## src/hdl/swpc_pkg.sv

```systemverilog
`default_nettype none

package swpc_pkg;

    // timestamp store geometry
    localparam int STORE_DEPTH = 1024;
    localparam int IDX_W       = (STORE_DEPTH > 1) ? $clog2(STORE_DEPTH) : 1;
    localparam int CNT_W       = $clog2(STORE_DEPTH + 1);
    localparam int TIME_W      = 32;

    // reset value of the window length register
    localparam logic [TIME_W-1:0] WINDOW_RESET = TIME_W'(60);

    typedef logic [IDX_W-1:0]  idx_t;
    typedef logic [CNT_W-1:0]  cnt_t;
    typedef logic [TIME_W-1:0] time_t;
    typedef logic [10:0]       count_field_t;

    typedef struct packed {
        time_t event_time;
        logic  clear_peak;
    } in_item_t;

    typedef struct packed {
        count_field_t window_count;
        count_field_t peak_count;
        time_t        peak_first_time;
        time_t        peak_last_time;
        logic         overflow;
    } out_item_t;

    // circular successor of a store index
    function automatic idx_t next_index(input idx_t i);
        idx_t r;
        if (i == IDX_W'(STORE_DEPTH - 1))
        begin
            r = '0;
        end
        else
        begin
            r = i + IDX_W'(1);
        end
        return r;
    endfunction

endpackage

`default_nettype wire

```

## src/hdl/swpc_ctrl.sv

```systemverilog
`default_nettype none

module swpc_ctrl
    import swpc_pkg::*;
(
    input  wire logic      clk,
    input  wire logic      rst_n,
    input  wire time_t     window_seconds,
    input  wire logic      in_valid,
    output logic           in_ready,
    input  wire in_item_t  in_data,
    input  wire logic      slot_free,
    output logic           res_valid,
    output out_item_t      res_data,
    output logic           ram_we,
    output idx_t           ram_waddr,
    output time_t          ram_wdata,
    output logic           ram_re,
    output idx_t           ram_raddr,
    input  wire time_t     ram_rdata
);

    localparam logic [1:0] S_IDLE  = 2'd0;
    localparam logic [1:0] S_CHECK = 2'd1;
    localparam logic [1:0] S_FIRST = 2'd2;

    logic [1:0] state_reg, state_next;
    idx_t       head_reg, head_next;
    idx_t       tail_reg, tail_next;
    cnt_t       live_reg, live_next;
    cnt_t       best_cnt_reg, best_cnt_next;
    time_t      best_first_reg, best_first_next;
    time_t      best_last_reg, best_last_next;
    time_t      t_reg, t_next;

    logic [TIME_W:0] limit;
    logic            too_old;
    logic            full;
    cnt_t            live_inc;
    time_t           first_cand;

    // head entry expires when the new time is past entry plus window
    assign limit    = {1'b0, ram_rdata} + {1'b0, window_seconds};
    assign too_old  = {1'b0, t_reg} > limit;
    assign full     = (live_reg == CNT_W'(STORE_DEPTH));
    assign live_inc = live_reg + CNT_W'(1);
    // an empty window has the new entry as its oldest
    assign first_cand = (live_reg == '0) ? t_reg : ram_rdata;

    // sequencer: accept, evict one head per cycle, push and report
    always_comb
    begin
        state_next      = state_reg;
        head_next       = head_reg;
        tail_next       = tail_reg;
        live_next       = live_reg;
        best_cnt_next   = best_cnt_reg;
        best_first_next = best_first_reg;
        best_last_next  = best_last_reg;
        t_next          = t_reg;
        in_ready        = 1'b0;
        res_valid       = 1'b0;
        ram_we          = 1'b0;
        ram_waddr       = tail_reg;
        ram_wdata       = t_reg;
        ram_re          = 1'b0;
        ram_raddr       = head_reg;

        unique case (state_reg)
            S_IDLE:
            begin
                in_ready = 1'b1;
                if (in_valid)
                begin
                    t_next = in_data.event_time;
                    ram_re = 1'b1;
                    if (in_data.clear_peak)
                    begin
                        head_next       = '0;
                        tail_next       = '0;
                        live_next       = '0;
                        best_cnt_next   = '0;
                        best_first_next = '0;
                        best_last_next  = '0;
                        ram_raddr       = '0;
                    end
                    state_next = S_CHECK;
                end
            end
            S_CHECK:
            begin
                if ((live_reg != '0) && too_old)
                begin
                    // drop the expired head and fetch the next one
                    head_next = next_index(head_reg);
                    live_next = live_reg - CNT_W'(1);
                    ram_re    = 1'b1;
                    ram_raddr = next_index(head_reg);
                end
                else if (full)
                begin
                    // overwrite the oldest entry, fetch the new oldest
                    ram_we     = 1'b1;
                    tail_next  = next_index(tail_reg);
                    head_next  = next_index(head_reg);
                    ram_re     = 1'b1;
                    ram_raddr  = next_index(head_reg);
                    state_next = S_FIRST;
                end
                else if (slot_free)
                begin
                    ram_we    = 1'b1;
                    tail_next = next_index(tail_reg);
                    live_next = live_inc;
                    if (live_inc > best_cnt_reg)
                    begin
                        best_cnt_next   = live_inc;
                        best_first_next = first_cand;
                        best_last_next  = t_reg;
                    end
                    res_valid  = 1'b1;
                    state_next = S_IDLE;
                end
            end
            S_FIRST:
            begin
                if (slot_free)
                begin
                    if (live_reg > best_cnt_reg)
                    begin
                        best_cnt_next   = live_reg;
                        best_first_next = ram_rdata;
                        best_last_next  = t_reg;
                    end
                    res_valid  = 1'b1;
                    state_next = S_IDLE;
                end
            end
            default:
            begin
                state_next = S_IDLE;
            end
        endcase
    end

    // result payload from the updated record
    always_comb
    begin
        res_data.window_count    = count_field_t'(live_next);
        res_data.peak_count      = count_field_t'(best_cnt_next);
        res_data.peak_first_time = best_first_next;
        res_data.peak_last_time  = best_last_next;
        res_data.overflow        = (state_reg == S_FIRST);
    end

    // control state
    always_ff @(posedge clk or negedge rst_n)
    begin
        if (!rst_n)
        begin
            state_reg      <= S_IDLE;
            head_reg       <= '0;
            tail_reg       <= '0;
            live_reg       <= '0;
            best_cnt_reg   <= '0;
            best_first_reg <= '0;
            best_last_reg  <= '0;
        end
        else
        begin
            state_reg      <= state_next;
            head_reg       <= head_next;
            tail_reg       <= tail_next;
            live_reg       <= live_next;
            best_cnt_reg   <= best_cnt_next;
            best_first_reg <= best_first_next;
            best_last_reg  <= best_last_next;
        end
    end

    // event time of the item in flight
    always_ff @(posedge clk)
    begin
        t_reg <= t_next;
    end

`ifndef SYNTHESIS
    a_live_bounded: assert property (@(posedge clk) disable iff (!rst_n)
        live_reg <= CNT_W'(STORE_DEPTH))
        else $error("live count above store depth");

    a_peak_covers_live: assert property (@(posedge clk) disable iff (!rst_n)
        (state_reg == S_IDLE) |-> (best_cnt_reg >= live_reg))
        else $error("peak record below current window count");

    a_first_only_full: assert property (@(posedge clk) disable iff (!rst_n)
        (state_reg == S_FIRST) |-> full)
        else $error("overflow step with store not full");

    a_result_ends_item: assert property (@(posedge clk) disable iff (!rst_n)
        res_valid |=> (state_reg == S_IDLE))
        else $error("sequencer busy after reporting");

    a_no_result_without_slot: assert property (@(posedge clk) disable iff (!rst_n)
        res_valid |-> slot_free)
        else $error("result issued while output slot occupied");
`endif

endmodule

`default_nettype wire
```

## config.mk

```make
export PLATFORM = sky130hd
export DESIGN_NAME = swpc_ctrl
export DESIGN_NICKNAME = d
export VERILOG_FILES = /design/src/hdl/swpc_pkg.sv /design/src/hdl/swpc_ctrl.sv
export SDC_FILE = /design/constraint.sdc
export NUM_CORES = 1
export LEC_CHECK = 0
export BUFFER_PORTS_ARGS = -buffer_cell sky130_fd_sc_hd__clkbuf_2
export CORE_AREA = 2 2 151 153
export CTS_CLUSTER_DIAMETER = 40
export CTS_CLUSTER_SIZE = 16
export DETAILED_ROUTE_END_ITERATION = 10
export DIE_AREA = 0 0 153 155
export GPL_TIMING_DRIVEN = 0
export PLACE_DENSITY = 0.69
export SYNTH_ARGS = -nofsm -noshare
export SYNTH_HDL_FRONTEND = slang
export SYNTH_SLANG_ARGS = --single-unit
```

## constraint.sdc

```tcl
create_clock -name clk -period 8.33 [get_ports clk]
set_clock_uncertainty 0.2 [all_clocks]
set_input_delay 0.4165 -clock clk [delete_from_list [all_inputs] [get_ports clk]]
set_output_delay 0.4165 -clock clk [all_outputs]
set_load 0.02 [all_outputs]
```

# Word-level counts from Yosys, hierarchy flattened
# Cells that the tools add are included.
[word_totals]
latch_bits = 0
wordCells = 97
ff_bits = 140
out_inout_bits = 143
memories = 0
ramBits = 0
inputBits = 101
mem_bits_ro = 0
[op_classes]
n_bitwise = 0
addsub = 5
n_reduce_logical = 8
n_mux = 64
shifts = 0
mul = 0
n_eq_ne = 9
div = 0
magnitude_cmp = 3
[ops]
columns = ["cell", "count"]
rows = [
  ["$mux W32", 17],
  ["$pmux W32 S3", 2],
  ["$mux W11", 13],
  ["$mux W10", 11],
  ["$pmux W10 S2", 2],
  ["$add A32 B32 Y33", 1],
  ["$gt A32 B33 Y1", 1],
  ["$pmux W11 S3", 1],
  ["$gt A11 B11 Y1", 2],
  ["$pmux W11 S2", 1],
  ["$add A10 B1 Y10 const B", 2],
  ["$eq A10 B10 Y1 const B", 2],
  ["$add A11 B1 Y11 const B", 1],
  ["$eq A11 B11 Y1 const B", 1],
  ["$logic_not A11 Y1", 1],
  ["$reduce_bool A11 Y1", 1],
  ["$sub A11 B1 Y11 const B", 1],
  ["$mux W1", 10],
  ["$mux W2", 4],
  ["$ne A2 B2 Y1 const B", 3],
  ["$pmux W2 S3", 1],
  ["$reduce_and A5 Y1", 1],
  ["$pmux W1 S2", 2],
  ["$reduce_and A2 Y1", 2],
  ["6 further kinds", 6],
]

# Logic depth before layout (Yosys ltp)
[logic_depth]
word_depth = 7
mapped_depth = 21
mapped_depth_nobuf = 19

# Least setup slack after synthesis
# OpenSTA, ideal clock, no wires.
[synth_timing]
path_type = "input-to-output"
startpoint = "in window_seconds[0]"
endpoint = "out ram_raddr[7]"
stages = 20
t_required_ns = 7.714
path_buffers = 1
arrival_time_ns = 5.416
slack_ns = 2.298
path_cell_list = "ha_1 fa_1 a211oi_1 o211ai_1 nand4_1 a21boi_0 o21ai_0 a21boi_0 or4b_2 and3_1 ha_1 nand4_1 nor3_1 a311o_1 or3_1 a21o_1 buf_4 o21ai_0 nand2_1 o41ai_1"
[synth_via]
elab_chain_cells = 5
[synth_lines]
columns = ["item", "line_no", "rtl"]
rows = [
  ["start: declaration", "swpc_ctrl.sv:8", "input wire time_t window_seconds,"],
  ["$add A32 B32 Y33", "swpc_ctrl.sv:43", "assign limit = {1'b0, ram_rdata} + {1'b0, window_seconds};"],
  ["$gt A32 B33 Y1", "swpc_ctrl.sv:44", "assign too_old = {1'b0, t_reg} > limit;"],
  ["$logic_and A1 B1 Y1", "swpc_ctrl.sv:92", "if ((live_reg != '0) && too_old)"],
  ["$mux W10", "-", ""],
  ["$pmux W10 S2", "swpc_ctrl.sv:69", "unique case (state_reg)"],
  ["end: declaration", "swpc_ctrl.sv:19", "output idx_t ram_raddr,"],
]
# Every way passes these cells.

# Worst setup path in the final report
# Ends and elaborated chain as after synthesis.

==> run summary <==
The flow ran to the end, and the final reports show no timing, DRC or antenna violations. The global router's overall resource usage came out at 29.4%. The total I/O pin count came out at 244. The final setup TNS is 0 ns. The count of unique library cells instantiated by Yosys is 73. After detailed routing, the average wire length per cell comes to 21.3 µm. The critical path goes through clkbuf_2 > ha_1 > fa_1 > a211oi_1 > o211ai_1 > nand4_1 > a21boi_0 > o21ai_0 > a21boi_0 > or4b_2 > and3_1 > ha_1 > nand4_1 > nor3_1 > a311o_1 > or3_1 > a21o_1 > buf_4 > o21ai_0 > nand2_1 > o41ai_1 > clkbuf_2. The die extent in x is 153 µm. The detail route stage leaves a number of antenna-violating nets equal to 0.

The maximum number of pins on one net before global-route repair came out at 79. The critical path in this run is classified as in2out. After synthesis, the share of flip-flops with an asynchronous set or reset is 77.1%. Setup violations remaining at the end of the flow were counted as 0. The peak clock frequency supported by timing is 141 MHz. The latest clock arrival within the worst-skew pair is 0.44 ns. The area added between synthesis and finish is 26.2%. Among all flip-flop cells after synthesis, the most frequent one is dfrtp_1. The worst reg-to-reg setup slack is 2.71 ns. The biggest cell delay along the critical path came out at 0.62 ns. The synthesized area divided by synthesized cell count is 9.28 µm². The die is 155 µm tall.

The number of global-route vias before repair is 9847. The time the worst path needs with I/O delays and setup came out at 7.08 ns. The standard-cell row count came out at 55. At the end of routability-driven placement, the weighted congestion stood at 0.923. IR analysis of the VDD net gives a maximum drop of 0.218 mV.

Summing the sequential cell areas from Yosys gives 37.2% of the chip area. The tree is rooted in a clkbuf_16. The number of H-tree levels is 4. During placement, the flow inserted port buffers numbering 242.

The number of iterations in the first detailed-routing pass is 8. The total clock buffers created by CTS is 17. The worst hold slack is 0.117 ns. The normalized max-slew margin came out at 35.9%. After clock tree synthesis, the repair step resized 0 gates. The largest individual stage delay along the critical path comes from the cell or4b_2. For this run, the number of Yosys warnings is 0. After clock tree synthesis, the clock-pin slew on the worst setup and hold paths is 0.07 ns. The nature of the critical path startpoint is an input port.

The analysis attributes to cell leakage a power of 6.04 nW. The number of violations of the max-capacitance limit came out at 0. Fill cells in the final layout number 2059. TritonCTS built the clock tree.

The antenna diode count came out at 0. The min-delay analysis places its worst path in the category in2reg. Counting instances, the worst hold path has a depth of 3. The region available for standard cell placement spans 0.0222 mm².

For this run, design rule violations remaining after detail routing come to 0. The required time of the critical path came out at 7.71 ns. The fraction of the cycle the final worst path needs came out at 85.0%. The number of nets at the end of the flow came out at 1552. The final HPWL from detailed placement came out at 26500 µm. The post-synthesis register bit count came out at 140. The summed instance area of the synthesized netlist is 0.00984 mm². The total congestion overflow is 0.

The actual transition at the worst max-transition pin came out at 0.937 ns. Setup repair after global routing left no endpoint under its margin. The initial antenna violation count is 0. The share of layout cells above drive strength 1 came out at 23.3%. The via density per instance is 6.03. The synthesized instance count came out at 1060. Data on the critical path arrives at its endpoint at 6.47 ns. The critical path runs through a total of 22 cells.

The number of clock sinks seen by CTS came out at 140. The final count of pins violating max slew came out at 0. The combined buffer and inverter count along the critical path came out at 3. The post-synthesis net count is 1256. Once the floorplan was initialized, standard cells occupied 44.3% of the core. The number of enable-type register cells in the synthesized netlist is 32. The kind of capture point of the worst setup path is an output pin.

The final number of hold-violating endpoints is 0. The largest buffer count on any clock path is 2. In this run, the number of DRC markers left after iteration 0 of detailed routing was 794.

The total number of vias came out at 9967. The largest fanout of any net on the critical path is 10. The first-pass GRT wire length came out at 54300 µm. In this design, the largest share of critical-path delay is due to compound AO/OA/AOI/OAI gates. Power spread over the standard cell area amounts to 351 mW/mm². The depth of the most critical reg-to-reg path came out at 13. The sum of routed wire length over all layers came out at 35300 µm.

The floorplan step defined a die boundary enclosing 0.0237 mm².
[what timing repair did]
action                     4_1_cts  5_1_grt
hold endpoints to repair        62        0
setup buffers                    0        0
hold buffers                    33        0
setup endpoints to repair        0        0
[cells by family after synthesis]
family                     count (synthesis)  share of synthesized area, %
xor gates and xnor gates                  36                          3.21
adders and majority gates                 95                          12.2
AOI/OAI and AO/OA                        332                          24.2
buffers and inverters                    166                          6.87
muxes                                      7                         0.738
DFF                                      140                          37.2
and+or+nand+nor                          284                          15.6
[report_power, final]
group / switching, mW / leakage (nW) / internal (mW)
clock network: 0.357 / 0.301 / 0.463
logic: 1.74 / 3.99 / 0.807
registers: 0.113 / 1.74 / 0.875
[cell usage after synthesis, types with 20 or more instances]
master	instances	area share [%]
dfrtp_1	108	27
clkbuf_1	27	1.0
xnor2_1	20	1.8
a21oi_1	61	3.1
a22o_1	32	2.8
edfxtp_1	32	9.8
inv_1	114	4.4
nand2_1	55	2.1
buf_2	21	1.1
o21ai_0	52	2.6
o221ai_1	38	3.4
nor2b_1	37	2.4
nand4_1	50	3.2
nor3_1	22	1.1
ha_1	94	12
nor2_1	35	1.3
a21o_1	37	2.8
nand3_1	32	1.6
[worst paths after layout]
kind | startpoint | to
hold reg to reg | best_last_reg[21]$_DFF_PN0_ | best_last_reg[21]$_DFF_PN0_
min in group asynchronous | rst_n | live_reg[2]$_DFF_PN0_
hold / removal | ram_rdata[10] | best_first_reg[10]$_DFF_PN0_
setup / recovery | window_seconds[0] | ram_raddr[7]
setup reg to reg | live_reg[2]$_DFF_PN0_ | best_first_reg[21]$_DFF_PN0_
max in group asynchronous | rst_n | best_last_reg[16]$_DFF_PN0_
[final cells by class]
| class | count | area (µm²) | share of cell area, % |
|---|---|---|---|
| Timing Repair Buffer | 277 | 1610 | 12.9 |
| Multi-Input combinational cell | 754 | 5500 | 44.3 |
| Clock buffer | 18 | 439 | 3.54 |
| Buffer | 52 | 248 | 2.00 |
| Clock inverter | 14 | 173 | 1.39 |
| Inverter | 114 | 428 | 3.45 |
| Sequential cell | 140 | 3660 | 29.5 |
| Tap cell | 285 | 357 | 2.87 |
[per-layer routing]
| layer | routed length (µm) | global-route usage (%) | vias to the layer above |
|---|---|---|---|
| li1 | - | - | 4589 |
| met1 | 14300 | 37.2 | 4803 |
| met2 | 16900 | 49.9 | 482 |
| met3 | 2850 | 5.96 | 93 |
| met4 | 1300 | 11.2 | 0 |
| met5 | 0 | 0 | - |
[through the flow]
stage | setup slack [ns] | area [µm²] | utilization [%] | std cells | total power [mW]
floorplan | 2.30 | 9840 | - | 1060 | 2.59
global placement | 1.51 | 11400 | 51.3 | 1587 | 3.43
detailed placement | 1.48 | 11500 | 51.6 | 1589 | 3.47
CTS | 1.38 | 12400 | 55.8 | 1654 | 4.31
global route | 0.930 | 12400 | 55.8 | 1654 | 4.60
finish | 1.25 | 12400 | 55.8 | 1654 | 4.35
[worst min-delay path, stage by stage]
cell	delay (ns)
clkbuf_2	0.09
inv_1	0.04
o221ai_1	0.14
[layout by cell type (no fill, tap or decap), types with 6 or more instances in the layout]
| master | instances |
|---|---|
| nor2_1 | 35 |
| a311oi_1 | 8 |
| a211oi_1 | 6 |
| nand2b_1 | 10 |
| clkbuf_1 | 27 |
| inv_1 | 114 |
| edfxtp_1 | 32 |
| a21oi_1 | 61 |
| o21a_1 | 7 |
| xor2_1 | 16 |
| nand4_1 | 50 |
| and3_1 | 14 |
| o22ai_1 | 7 |
| o211ai_1 | 10 |
| clkbuf_16 | 17 |
| clkbuf_2 | 241 |
| o2bb2ai_1 | 6 |
| o221ai_1 | 38 |
| dfrtp_1 | 108 |
| dlygate4sd3_1 | 33 |
| nor2b_1 | 37 |
| ha_1 | 94 |
| a22o_1 | 32 |
| xnor2_1 | 20 |
| nand2_1 | 55 |
| o21ai_0 | 52 |
| a31oi_1 | 12 |
| or3_1 | 7 |
| nor3_1 | 22 |
| buf_2 | 21 |
| a32oi_1 | 6 |
| nand3_1 | 32 |
| a21o_1 | 37 |
Power figures use the tool's default switching activity.
